$ cat src/design/gcr_pkg.sv
// ----------------------------------------------------------------------------
// gcr_pkg
// Shared types and constants for the streaming GF(2) column rank block.
// ----------------------------------------------------------------------------
`default_nettype none

package gcr_pkg;

    localparam int COL_W  = 30;
    localparam int RANK_W = 5;

    localparam logic [RANK_W-1:0] RANK_LIMIT = 5'd31;

    typedef enum logic
    {
        GCR_IDLE,
        GCR_SCAN
    } gcr_state_t;

    typedef struct packed
    {
        logic load;
        logic step;
        logic publish;
    } gcr_cmd_t;

    typedef struct packed
    {
        logic done;
    } gcr_status_t;

endpackage

`default_nettype wire

$ cat src/design/gcr_if.sv
// ----------------------------------------------------------------------------
// gcr_if
// Valid/ready channels for column beats in and rank result beats out.
// ----------------------------------------------------------------------------
`default_nettype none

interface gcr_in_if;
    logic                      valid;
    logic                      ready;
    logic [gcr_pkg::COL_W-1:0] column_bits;
    logic                      first_column;
    logic                      last_column;

    modport source (output valid, output column_bits, output first_column,
                    output last_column, input ready);
    modport sink   (input valid, input column_bits, input first_column,
                    input last_column, output ready);
endinterface

interface gcr_out_if;
    logic                       valid;
    logic                       ready;
    logic [gcr_pkg::RANK_W-1:0] rank_so_far;
    logic                       independent;
    logic                       final_result;

    modport source (output valid, output rank_so_far, output independent,
                    output final_result, input ready);
    modport sink   (input valid, input rank_so_far, input independent,
                    input final_result, output ready);
endinterface

`default_nettype wire

$ cat src/design/gcr_datapath.sv
// ----------------------------------------------------------------------------
// gcr_datapath
// Echelon basis, working column, running rank and result register. Scans one
// row slot per step from the top down, reducing or storing the column.
// ----------------------------------------------------------------------------
`default_nettype none

module gcr_datapath #(
    parameter int ROW_COUNT = 30
) (
    input  wire                              clk,
    input  wire                              rst_n,
    input  wire  gcr_pkg::gcr_cmd_t          cmd,
    output gcr_pkg::gcr_status_t             status,
    input  wire  [gcr_pkg::COL_W-1:0]        column_bits,
    input  wire                              first_column,
    input  wire                              last_column,
    output logic [gcr_pkg::RANK_W-1:0]       rank_so_far,
    output logic                             independent,
    output logic                             final_result
);

    localparam int COL_W  = gcr_pkg::COL_W;
    localparam int RANK_W = gcr_pkg::RANK_W;
    localparam int SLOTS  = (ROW_COUNT < COL_W) ? ROW_COUNT : COL_W;
    localparam int IDX_W  = (SLOTS > 1) ? $clog2(SLOTS) : 1;

    localparam logic [IDX_W-1:0] TOP_IDX   = IDX_W'(SLOTS - 1);
    localparam logic [COL_W:0]   MASK_WIDE = ((COL_W + 1)'(1) << SLOTS) - (COL_W + 1)'(1);
    localparam logic [COL_W-1:0] ROW_MASK  = MASK_WIDE[COL_W-1:0];

    logic [COL_W-1:0]  value_reg, value_next;
    logic [IDX_W-1:0]  idx_reg, idx_next;
    logic              indep_reg, indep_next;
    logic              last_reg, last_next;
    logic [RANK_W-1:0] rank_reg, rank_next;
    logic [SLOTS-1:0]  valid_reg, valid_next;
    logic [COL_W-1:0]  basis_reg [SLOTS];

    logic [RANK_W-1:0] rank_out_reg;
    logic              indep_out_reg;
    logic              final_out_reg;

    logic [SLOTS-1:0]  value_slots;
    logic              hit;
    logic              store;

    assign value_slots = value_reg[SLOTS-1:0];
    assign hit         = cmd.step && value_slots[idx_reg];
    assign store       = hit && !valid_reg[idx_reg];
    assign status.done = (value_reg == '0) || indep_reg;

    always_comb
    begin
        value_next = value_reg;
        idx_next   = idx_reg;
        indep_next = indep_reg;
        last_next  = last_reg;
        rank_next  = rank_reg;
        valid_next = valid_reg;
        if (cmd.load)
        begin
            value_next = column_bits & ROW_MASK;
            idx_next   = TOP_IDX;
            indep_next = 1'b0;
            last_next  = last_column;
            if (first_column)
            begin
                valid_next = '0;
                rank_next  = '0;
            end
        end
        else if (cmd.step)
        begin
            idx_next = idx_reg - IDX_W'(1);
            if (hit)
            begin
                if (valid_reg[idx_reg])
                begin
                    value_next = value_reg ^ basis_reg[idx_reg];
                end
                else
                begin
                    valid_next[idx_reg] = 1'b1;
                    indep_next          = 1'b1;
                    if (rank_reg < gcr_pkg::RANK_LIMIT)
                    begin
                        rank_next = rank_reg + RANK_W'(1);
                    end
                end
            end
        end
    end

    always_ff @(posedge clk or negedge rst_n)
    begin
        if (!rst_n)
        begin
            idx_reg   <= '0;
            indep_reg <= 1'b0;
            rank_reg  <= '0;
            valid_reg <= '0;
        end
        else
        begin
            idx_reg   <= idx_next;
            indep_reg <= indep_next;
            rank_reg  <= rank_next;
            valid_reg <= valid_next;
        end
    end

    always_ff @(posedge clk)
    begin
        value_reg <= value_next;
        last_reg  <= last_next;
        if (store)
        begin
            basis_reg[idx_reg] <= value_reg;
        end
        if (cmd.publish)
        begin
            rank_out_reg  <= rank_reg;
            indep_out_reg <= indep_reg;
            final_out_reg <= last_reg;
        end
    end

    assign rank_so_far  = rank_out_reg;
    assign independent  = indep_out_reg;
    assign final_result = final_out_reg;

    // every stored row adds exactly one to the rank
    a_rank_matches_rows: assert property (@(posedge clk) disable iff (!rst_n)
        $countones(valid_reg) == int'(rank_reg))
        else $error("rank does not match number of stored rows");

    a_load_restarts_scan: assert property (@(posedge clk) disable iff (!rst_n)
        cmd.load |=> (idx_reg == TOP_IDX) && !indep_reg)
        else $error("scan did not restart at top slot");

    a_step_only_live: assert property (@(posedge clk) disable iff (!rst_n)
        cmd.step |-> (value_reg != '0) && !indep_reg)
        else $error("step issued on a finished column");

endmodule

`default_nettype wire

$ cat src/design/gcr_ctrl.sv
// ----------------------------------------------------------------------------
// gcr_ctrl
// Sequencer for one column at a time: load, step until done, publish result.
// Owns the handshakes on both channels.
// ----------------------------------------------------------------------------
`default_nettype none

module gcr_ctrl (
    input  wire                   clk,
    input  wire                   rst_n,
    input  wire                   column_valid,
    output logic                  column_ready,
    output logic                  result_valid,
    input  wire                   result_ready,
    input  wire gcr_pkg::gcr_status_t status,
    output gcr_pkg::gcr_cmd_t     cmd
);

    gcr_pkg::gcr_state_t state_reg, state_next;
    logic                out_valid_reg, out_valid_next;
    logic                can_publish;

    assign can_publish = !out_valid_reg || result_ready;

    always_comb
    begin
        state_next = state_reg;
        unique case (state_reg)
            gcr_pkg::GCR_IDLE:
            begin
                if (column_valid)
                begin
                    state_next = gcr_pkg::GCR_SCAN;
                end
            end
            gcr_pkg::GCR_SCAN:
            begin
                if (status.done && can_publish)
                begin
                    state_next = gcr_pkg::GCR_IDLE;
                end
            end
            default:
            begin
                state_next = gcr_pkg::GCR_IDLE;
            end
        endcase
    end

    always_comb
    begin
        column_ready = 1'b0;
        cmd          = '0;
        unique case (state_reg)
            gcr_pkg::GCR_IDLE:
            begin
                column_ready = 1'b1;
                cmd.load     = column_valid;
            end
            gcr_pkg::GCR_SCAN:
            begin
                cmd.step    = !status.done;
                // hold the finished column while the result slot is occupied
                cmd.publish = status.done && can_publish;
            end
            default:
            begin
                column_ready = 1'b0;
            end
        endcase
    end

    always_comb
    begin
        out_valid_next = out_valid_reg;
        if (cmd.publish)
        begin
            out_valid_next = 1'b1;
        end
        else if (result_ready)
        begin
            out_valid_next = 1'b0;
        end
    end

    always_ff @(posedge clk or negedge rst_n)
    begin
        if (!rst_n)
        begin
            state_reg     <= gcr_pkg::GCR_IDLE;
            out_valid_reg <= 1'b0;
        end
        else
        begin
            state_reg     <= state_next;
            out_valid_reg <= out_valid_next;
        end
    end

    assign result_valid = out_valid_reg;

    a_publish_when_done: assert property (@(posedge clk) disable iff (!rst_n)
        cmd.publish |-> status.done)
        else $error("result published before column finished");

    a_accept_starts_scan: assert property (@(posedge clk) disable iff (!rst_n)
        (column_valid && column_ready) |=> (state_reg == gcr_pkg::GCR_SCAN))
        else $error("accepted beat did not start a scan");

    a_scan_holds: assert property (@(posedge clk) disable iff (!rst_n)
        (state_reg == gcr_pkg::GCR_SCAN && !status.done)
            |=> (state_reg == gcr_pkg::GCR_SCAN) && !column_ready)
        else $error("scan left before column finished");

endmodule

`default_nettype wire

$ cat src/design/gf2_column_rank.sv
// ----------------------------------------------------------------------------
// gf2_column_rank
// Streaming GF(2) rank: reduces each column against an echelon basis.
// ----------------------------------------------------------------------------
// One column beat is taken at a time and gives one result beat. After the
// beat is accepted the datapath walks the row slots from the top down, one
// slot per cycle: where the working column has a set bit it XORs in the stored
// row for that slot, or stores the column in an empty slot and bumps the rank.
// The walk stops early once the column is zero or stored. The slots are
// scanned in turn over the shared XOR unit, and a finished column waits for
// the output register to be free or being read before it is published. A
// column marked first clears the basis and rank at once. The result sits in
// an output register, so a stalled result does not stop the next column
// from being taken. Column bits at or above ROW_COUNT are ignored.
// ----------------------------------------------------------------------------
`default_nettype none

module gf2_column_rank #(
    parameter int ROW_COUNT = 30
) (
    input  wire        clk,
    input  wire        rst_n,
    gcr_in_if.sink     column,
    gcr_out_if.source  result
);

    gcr_pkg::gcr_cmd_t    cmd;
    gcr_pkg::gcr_status_t status;

    gcr_ctrl u_ctrl (
        .clk          (clk),
        .rst_n        (rst_n),
        .column_valid (column.valid),
        .column_ready (column.ready),
        .result_valid (result.valid),
        .result_ready (result.ready),
        .status       (status),
        .cmd          (cmd)
    );

    gcr_datapath #(
        .ROW_COUNT (ROW_COUNT)
    ) u_datapath (
        .clk          (clk),
        .rst_n        (rst_n),
        .cmd          (cmd),
        .status       (status),
        .column_bits  (column.column_bits),
        .first_column (column.first_column),
        .last_column  (column.last_column),
        .rank_so_far  (result.rank_so_far),
        .independent  (result.independent),
        .final_result (result.final_result)
    );

endmodule

`default_nettype wire
$ cat src/flat_wrapper.sv
// flat-port wrapper written by rule: the top's interface ports become plain ports
module gf2_column_rank_flat 
#(
    parameter int ROW_COUNT = 30
)
  (clk, rst_n, column_valid, column_column_bits, column_first_column, column_last_column, column_ready, result_valid, result_rank_so_far, result_independent, result_final_result, result_ready);
  gcr_in_if column_i ();
  gcr_out_if result_i ();
  input  wire clk;
  input  wire rst_n;
  input wire logic [$bits(column_i.valid)-1:0] column_valid;
  input wire logic [$bits(column_i.column_bits)-1:0] column_column_bits;
  input wire logic [$bits(column_i.first_column)-1:0] column_first_column;
  input wire logic [$bits(column_i.last_column)-1:0] column_last_column;
  output wire logic [$bits(column_i.ready)-1:0] column_ready;
  output wire logic [$bits(result_i.valid)-1:0] result_valid;
  output wire logic [$bits(result_i.rank_so_far)-1:0] result_rank_so_far;
  output wire logic [$bits(result_i.independent)-1:0] result_independent;
  output wire logic [$bits(result_i.final_result)-1:0] result_final_result;
  input wire logic [$bits(result_i.ready)-1:0] result_ready;
  assign column_i.valid = column_valid;
  assign column_i.column_bits = column_column_bits;
  assign column_i.first_column = column_first_column;
  assign column_i.last_column = column_last_column;
  assign column_ready = column_i.ready;
  assign result_valid = result_i.valid;
  assign result_rank_so_far = result_i.rank_so_far;
  assign result_independent = result_i.independent;
  assign result_final_result = result_i.final_result;
  assign result_i.ready = result_ready;
  gf2_column_rank #(.ROW_COUNT(ROW_COUNT)) u_core (.clk(clk), .rst_n(rst_n), .column(column_i), .result(result_i));
endmodule
$ cat config.mk
export PLATFORM = sky130hd
export DESIGN_NAME = gf2_column_rank_flat
export DESIGN_NICKNAME = d
export VERILOG_FILES = /design/src/design/gcr_pkg.sv /design/src/design/gcr_if.sv /design/src/design/gcr_datapath.sv /design/src/design/gcr_ctrl.sv /design/src/design/gf2_column_rank.sv /design/src/flat_wrapper.sv
export SDC_FILE = /design/constraint.sdc
export NUM_CORES = 1
export LEC_CHECK = 0
export BUFFER_PORTS_ARGS = -buffer_cell sky130_fd_sc_hd__buf_4
export CAP_MARGIN = 20
export CORE_ASPECT_RATIO = 0.75
export CORE_MARGIN = 3
export CORE_UTILIZATION = 30
export DETAILED_ROUTE_END_ITERATION = 12
export SYNTH_ARGS = -nofsm -noshare
export SYNTH_HDL_FRONTEND = slang
export SYNTH_SLANG_ARGS = --single-unit
$ cat constraint.sdc
create_clock -name clk -period 6 [get_ports clk]
set_input_delay 0.6 -clock clk [delete_from_list [all_inputs] [get_ports clk]]
set_output_delay 0.6 -clock clk [all_outputs]
set_load 0.05 [all_outputs]
==> results of run 1 <==
metal layers:
metal,GRT usage (%),wire length (um),vias up
met5,0,0,-
met4,3.38,1960,0
met3,4.98,13200,122
met2,21.7,43900,1148
met1,24.3,46000,10600
li1,-,-,7873
critical path: stages, from the launching register on:
cell and delay [ns]:
sky130_fd_sc_hd__dfrtp_1 0.80, sky130_fd_sc_hd__and3b_2 0.61, sky130_fd_sc_hd__a32o_1 0.37, sky130_fd_sc_hd__o32ai_1 0.35, sky130_fd_sc_hd__o21a_1 0.25, sky130_fd_sc_hd__and3_4 0.38
sky130_fd_sc_hd__nand2_1 0.53, sky130_fd_sc_hd__nor2_4 0.79, sky130_fd_sc_hd__buf_4 0.34
layout make-up:
class                           count  area [um2]  area share [%]
Sequential cell                   981       29300            66.8
Multi-Input combinational cell    743        8560            19.5
Clock buffer                      113        2340            5.34
Tap cell                         1653        2070            4.72
Timing Repair Buffer              126        1140            2.61
Clock inverter                     47         398           0.908
Inverter                           10        37.5          0.0857
cells in the mapped netlist, types with 3 or more instances:
library cell,instances,area [um2]
sky130_fd_sc_hd__edfxtp_1,938,28200
sky130_fd_sc_hd__mux4_2,215,4840
sky130_fd_sc_hd__nor2_1,66,248
sky130_fd_sc_hd__mux2i_1,62,621
sky130_fd_sc_hd__nand2_1,59,221
sky130_fd_sc_hd__a22oi_1,58,435
sky130_fd_sc_hd__o21ai_0,47,235
sky130_fd_sc_hd__dfrtp_1,43,1080
sky130_fd_sc_hd__a21oi_1,35,175
sky130_fd_sc_hd__buf_2,35,175
sky130_fd_sc_hd__clkbuf_1,32,120
sky130_fd_sc_hd__xnor2_1,30,263
sky130_fd_sc_hd__buf_4,19,143
sky130_fd_sc_hd__o21ai_1,14,70.1
sky130_fd_sc_hd__buf_6,12,135
sky130_fd_sc_hd__a211o_1,11,96.3
sky130_fd_sc_hd__inv_1,10,37.5
sky130_fd_sc_hd__and3_1,9,56.3
sky130_fd_sc_hd__nor3_1,9,45.0
sky130_fd_sc_hd__nor4_1,9,56.3
sky130_fd_sc_hd__o2111ai_1,9,78.8
sky130_fd_sc_hd__o21a_1,9,67.6
sky130_fd_sc_hd__a221oi_1,8,70.1
sky130_fd_sc_hd__a22o_1,8,70.1
sky130_fd_sc_hd__and3_4,8,90.1
sky130_fd_sc_hd__nand3_1,7,35.0
sky130_fd_sc_hd__nand4_1,6,37.5
sky130_fd_sc_hd__o211ai_1,6,45.0
sky130_fd_sc_hd__ha_1,5,62.6
sky130_fd_sc_hd__mux2_2,5,56.3
sky130_fd_sc_hd__buf_1,4,15.0
sky130_fd_sc_hd__o22ai_1,4,25.0
sky130_fd_sc_hd__a21o_1,3,22.5
sky130_fd_sc_hd__a32o_1,3,30.0
sky130_fd_sc_hd__and4_1,3,26.3
sky130_fd_sc_hd__nand2_2,3,18.8
sky130_fd_sc_hd__nand3b_1,3,22.5
sky130_fd_sc_hd__nor2_2,3,18.8
worst max-delay path by stage:
stage	startpoint	to	slack [ns]	depth (start not counted)
floorplan	u_core.u_datapath.value_reg[24]	u_core.u_datapath.basis_reg[16][0]	1.53	6
global placement	u_core.u_datapath.idx_reg[3]	u_core.u_datapath.basis_reg[2][17]	1.49	8
detailed placement	u_core.u_datapath.idx_reg[3]	u_core.u_datapath.basis_reg[2][28]	1.29	8
CTS	u_core.u_datapath.idx_reg[3]	u_core.u_datapath.basis_reg[2][3]	1.28	8
global route	u_core.u_datapath.idx_reg[0]	u_core.u_datapath.basis_reg[22][13]	1.06	8
finish	u_core.u_datapath.idx_reg[3]	u_core.u_datapath.basis_reg[22][18]	1.23	8
logic make-up after synthesis:
logic type,count (synthesis)
xor+xnor,31
buf+inv,115
mux,282
compound gates,228
flops,981
fa+ha+maj,5
simple gates,197
where the power goes:
part / internal, uW / switching [uW] / leakage (uW)
clock: 2990 / 2500 / 0.00134
combinational: 2280 / 4000 / 0.00332
sequential: 8870 / 518 / 0.00899
total: 14100 / 7020 / 0.0137
metrics by stage:
step	hold WS [ns]	setup WS (ns)	cells	utilization, %	power [uW]
after detailed placement	0.428	1.29	3509	32.6	15700
after global placement	0.430	1.49	3500	32.5	15600
final	0.124	1.23	3673	34.9	21200
after CTS	0.0679	1.28	3670	34.8	21200
after global routing	0.123	1.06	3673	34.9	21900
after floorplan	0.304	1.53	1839	-	13300
==> flow_summary.yaml, run 1 <==
route:
  dr_total_vias: 19700
  drc: 0
  routed_wl_um: 105000
  firstDrtPassIters: 5
  vias_per_cell: 5.37
  drt.antenna.violating_nets: 0
  drt-wirelength-per-cell_um: 28.6
  dr.first_iter.drc_count: 3078
floorplan:
  initial_standard_cell_utilization_of_the_core_pct: 30.5
  die_height_um: 315
  ioPinCount: 45
  core.rowCount: 112
  floorplan.die.width_um: 418
  fp.coreArea_mm2: 0.126
  floorplan.die_area_mm2: 0.132
worst_setup_path:
  worst_ep_arrival_time_ns: 5.14
  endpoint_type_of_the_worst_setup_path: "flop"
  r2r_slack_ns: 1.23
  crit_fanout: 31
  worst-r2r-cell-count: 8
  timing.critical_path.from_type: "flop"
  required_ns: 6.37
  timing.setup.critical_path_class: "flop to flop"
  critical_path.reg2reg.endpoint: "u_core.u_datapath.basis_reg[22][18]"
  r2r_start: "u_core.u_datapath.idx_reg[3]"
global_routing:
  grt_first_pass_wirelength_um: 149000
  global_route.usage.total_pct: 15.8
  globalRouteOverflowTotal: 0
  antenna_found_initial: 1
  pin_count_of_the_biggest_net_entering_global_routing: 126
  first_global_vias: 19400
cts:
  clock_latency_ns: 0.68
  clock_path_buffers: 3
  cts_resized: 0
  clk_pin_slew_worst_paths_ns: 0.07
  tritoncts.num_buffers: 89
  htree_levels: 3
  postCtsHoldBufs: 1
  post_cts_buffers: 0
  cts_root_buf: "sky130_fd_sc_hd__clkbuf_16"
  number_of_clock_sinks: 981
  clock_tree_from_tritoncts: "built"
synthesis:
  synth_fa_ha_area_share_pct: 0.164
  synth_edf_count: 938
  synth_xor_xnor_area_share_pct: 0.710
  dominant_combinational_cell_family_by_area_after_synthesis: "multiplexers"
  ys_seq_area_share_pct: 76.4
  async_flop_share_pct: 4.38
  synthesized_area_fraction_occupied_by_and_or_nand_nor_cells_pct: 2.52
  synth.mux.area_fraction_pct: 14.4
  syn_area_mm2: 0.0383
  syn_inst: 1839
  synth-compound-area-share_pct: 4.03
  syn-mean-instance-area_um2: 20.8
  postSynthRegisterBits: 981
  postSynthNetCount: 1880
  synthDistinctLibCells: 62
  synth_flop_cell: "sky130_fd_sc_hd__edfxtp_1"
  synth-warning-count: 0
final_layout:
  fraction_of_layout_cells_with_a_size_suffix_above_1_pct: 25.5
  most_common_cell_after_layout_fill_and_taps_aside: "sky130_fd_sc_hd__edfxtp_1"
  final_net_count: 1992
  max_reg_flops: 900
  most-common-layout-cells: "sky130_fd_sc_hd__edfxtp_1 (938), sky130_fd_sc_hd__mux4_2 (215), sky130_fd_sc_hd__buf_4 (111)"
  antennaDiodeCount: 0
  area_growth_syn_to_layout_pct: 14.5
  fill_cells: 11600
  design_area_mm2: 0.0438
min_path:
  hp-class: "primary input to flop"
  hp-start: "result_ready"
  min_path_cells: 2
  worstHoldEndpoint: "u_core.u_ctrl.result_valid"
sta:
  final-hold-violation-count: 0
  grt_setup_unrepaired: "no"
  fmax_ghz: 0.210
  min_period_ns: 4.77
  clock_skew_ns: 0.0228
  final_tns_setup_ns: 0
  worst_pin_slew_ns: 1.05
  max_slew_vio_count: 0
  timing.slew.headroom_pct: 29.8
  min_period_over_period_pct: 79.6
  setup_viol: 0
run_status:
  outcome: "complete, no violations"
power:
  power_density_mw_per_mm2: 483
  leakagePower_uw: 0.0137
  max-vdd-ir-drop_v: 0.000369
place:
  post_detail_place_hpwl_um: 63800
  io_buffer_count: 44
  detailed_place.area_mm2: 0.0410
  place.gp.congestion: 0.842
run:
  max_cap_viol_count: 0
Power figures use the tool's default switching activity.
==> run 2, diff against run 1 <==
==> constraint.sdc (replaced) <==
create_clock -name clk -period 3.98 [get_ports clk]
set_input_delay 0.398 -clock clk [delete_from_list [all_inputs] [get_ports clk]]
set_output_delay 0.398 -clock clk [all_outputs]
set_load 0.05 [all_outputs]
==> flow_summary.yaml, run 2 (synthesized netlist as in run 1, its figures left out) <==
min_path:
  worstHoldEndpoint: "u_core.u_datapath.value_reg[6]"
  hp-start: "column_column_bits[6]"
  hp-class: "primary input to flop"
  min_path_cells: 3
worst_setup_path:
  worst-r2r-cell-count: 8
  buffers_and_inverters_on_the_worst_path: 1
  timing.critical_path.from_type: "flop"
  critical_path.cell_chain: "or3b_1 > o22ai_1 > nor3_1 > o2111a_1 > and3_4 > nand2_2 > nor2_4 > buf_4"
  critical_path.reg2reg.endpoint: "u_core.u_datapath.basis_reg[5][23]"
  critical_path_depth: 8
  r2r_start: "u_core.u_datapath.idx_reg[4]"
  setup_crit_start: "u_core.u_datapath.idx_reg[4]"
  slowest_delay_ns: 0.72
  timing.setup.critical_path_class: "flop to flop"
  worst_ep_arrival_time_ns: 4.05
  endpoint_type_of_the_worst_setup_path: "flop"
  cpLargestDelayFamily: "simple AND/OR/NAND/NOR gates"
  required_ns: 4.29
  crit_fanout: 21
  r2r_slack_ns: 0.24
  cell_with_the_largest_stage_delay_on_the_worst_path: "sky130_fd_sc_hd__dfrtp_1"
place:
  io_buffer_count: 44
  post_detail_place_hpwl_um: 60600
  numPlacedInstances: 3542
  place.gp.congestion: 0.885
run:
  max_cap_viol_count: 0
final_layout:
  max_reg_flops: 900
  area_growth_syn_to_layout_pct: 16.1
  final_net_count: 2025
  most-common-layout-cells: "sky130_fd_sc_hd__edfxtp_1 (938), sky130_fd_sc_hd__mux4_2 (215), sky130_fd_sc_hd__buf_4 (126)"
  fraction_of_layout_cells_with_a_size_suffix_above_1_pct: 27.0
  post_layout_nonfiller_instances: 3711
  most_common_cell_after_layout_fill_and_taps_aside: "sky130_fd_sc_hd__edfxtp_1"
route:
  drc: 0
  vias_per_cell: 5.28
  routed_wl_um: 102000
  dr_total_vias: 19600
  drt-wirelength-per-cell_um: 27.6
  dr.first_iter.drc_count: 2704
  firstDrtPassIters: 5
  drt.antenna.violating_nets: 0
cts:
  number_of_clock_sinks: 981
  postCtsHoldBufs: 3
  cts_resized: 0
  clock_tree_from_tritoncts: "built"
  cts_root_buf: "sky130_fd_sc_hd__clkbuf_16"
  tritoncts.num_buffers: 90
  post_cts_buffers: 0
  clock_path_buffers: 3
  clk_pin_slew_worst_paths_ns: 0.06
  htree_levels: 3
  clock_latency_ns: 0.69
sta:
  hold_ws_ns: 0.0493
  grt_setup_unrepaired: "no"
  clock_skew_ns: 0.0336
  min_period_over_period_pct: 94.0
  fmax_ghz: 0.267
  timing.slew.headroom_pct: 31.2
  max_slew_vio_count: 0
  min_period_ns: 3.74
  worst_pin_slew_ns: 1.03
  final-hold-violation-count: 0
  setup_viol: 0
floorplan:
  floorplan.die_area_mm2: 0.132
  ioPinCount: 45
  die_height_um: 315
  core.rowCount: 112
  fp.coreArea_mm2: 0.126
  initial_standard_cell_utilization_of_the_core_pct: 30.5
  floorplan.die.width_um: 418
global_routing:
  pin_count_of_the_biggest_net_entering_global_routing: 123
  global_route.usage.total_pct: 15.5
  globalRouteOverflowTotal: 0
  antenna_found_initial: 4
  grt_first_pass_wirelength_um: 146000
  first_global_vias: 19700
run_status:
  outcome: "complete, no violations"
power:
  leakagePower_uw: 0.0139
  max-vdd-ir-drop_v: 0.000562
  power_density_mw_per_mm2: 720
[run 2: cell types whose count changed in the layout (fill, tap and decap cells not counted), sizes merged]
cell | before | now
dlygate4sd3 | 1 | 3
clkinvlp | 1 | 3
inv | 16 | 13
bufinv | 5 | 9
clkinv | 35 | 39
diode | 0 | 1
clkbuf | 113 | 111
buf | 125 | 155
[run 2: worst max-delay path by stage]
stage,endpoint,slack (ns)
2_1_floorplan,u_core.u_datapath.basis_reg[16][0],-0.49
3_3_place_gp,u_core.u_datapath.basis_reg[5][23],0.32
3_5_place_dp,u_core.u_datapath.basis_reg[5][23],0.27
4_1_cts,u_core.u_datapath.basis_reg[5][23],0.27
5_1_grt,u_core.u_datapath.basis_reg[5][11],0.06
6_report,u_core.u_datapath.basis_reg[5][23],0.24
[run 2: stage by stage]
stage	cell area (um2)	TNS (ns)	worst slack [ns]	util, %	total power [uW]
6_report	44400	0	0.240	35.4	32000
5_1_grt	44400	0	0.0615	35.4	33200
4_1_cts	44400	0	0.271	35.4	32100
3_5_place_dp	41400	0	0.268	33.0	23500
3_3_place_gp	41400	0	0.323	33.0	23300
2_1_floorplan	38300	-41.12	-0.493	-	20000
[run 2: area by class of cell]
class,instances,area [um2]
Clock buffer,111,2360
Sequential cell,981,29300
Timing Repair Buffer,158,1560
Tap cell,1653,2070
Fill cell,11500,81100
Inverter,10,37.5
Multi-Input combinational cell,743,8560
Antenna cell,1,2.50
Clock inverter,54,586
[run 2: routing by layer]
metal | wire length [um] | global-route usage [%] | up-vias | part of all wire (%)
li1 | - | - | 7937 | -
met1 | 43900 | 22.9 | 10500 | 43
met2 | 45400 | 22.7 | 1015 | 44
met3 | 10900 | 4.15 | 139 | 11
met4 | 2020 | 3.49 | 4 | 2.0
met5 | 30 | 0 | - | 0.029
[run 2: where the power goes]
part | internal (uW) | leakage [uW] | switching (uW)
clock network | 4840 | 0.00143 | 3820
registers | 13400 | 0.00899 | 537
logic | 3530 | 0.00352 | 5870
total | 21800 | 0.0139 | 10200
[run 2: worst reg2reg max path, cell delays in order (launching register included)]
cell                       delay, ns
sky130_fd_sc_hd__dfrtp_1        0.72
sky130_fd_sc_hd__or3b_1         0.56
sky130_fd_sc_hd__o22ai_1        0.19
sky130_fd_sc_hd__nor3_1         0.28
sky130_fd_sc_hd__o2111a_1       0.26
sky130_fd_sc_hd__and3_4         0.35
sky130_fd_sc_hd__nand2_2        0.34
sky130_fd_sc_hd__nor2_4         0.19
sky130_fd_sc_hd__buf_4          0.47
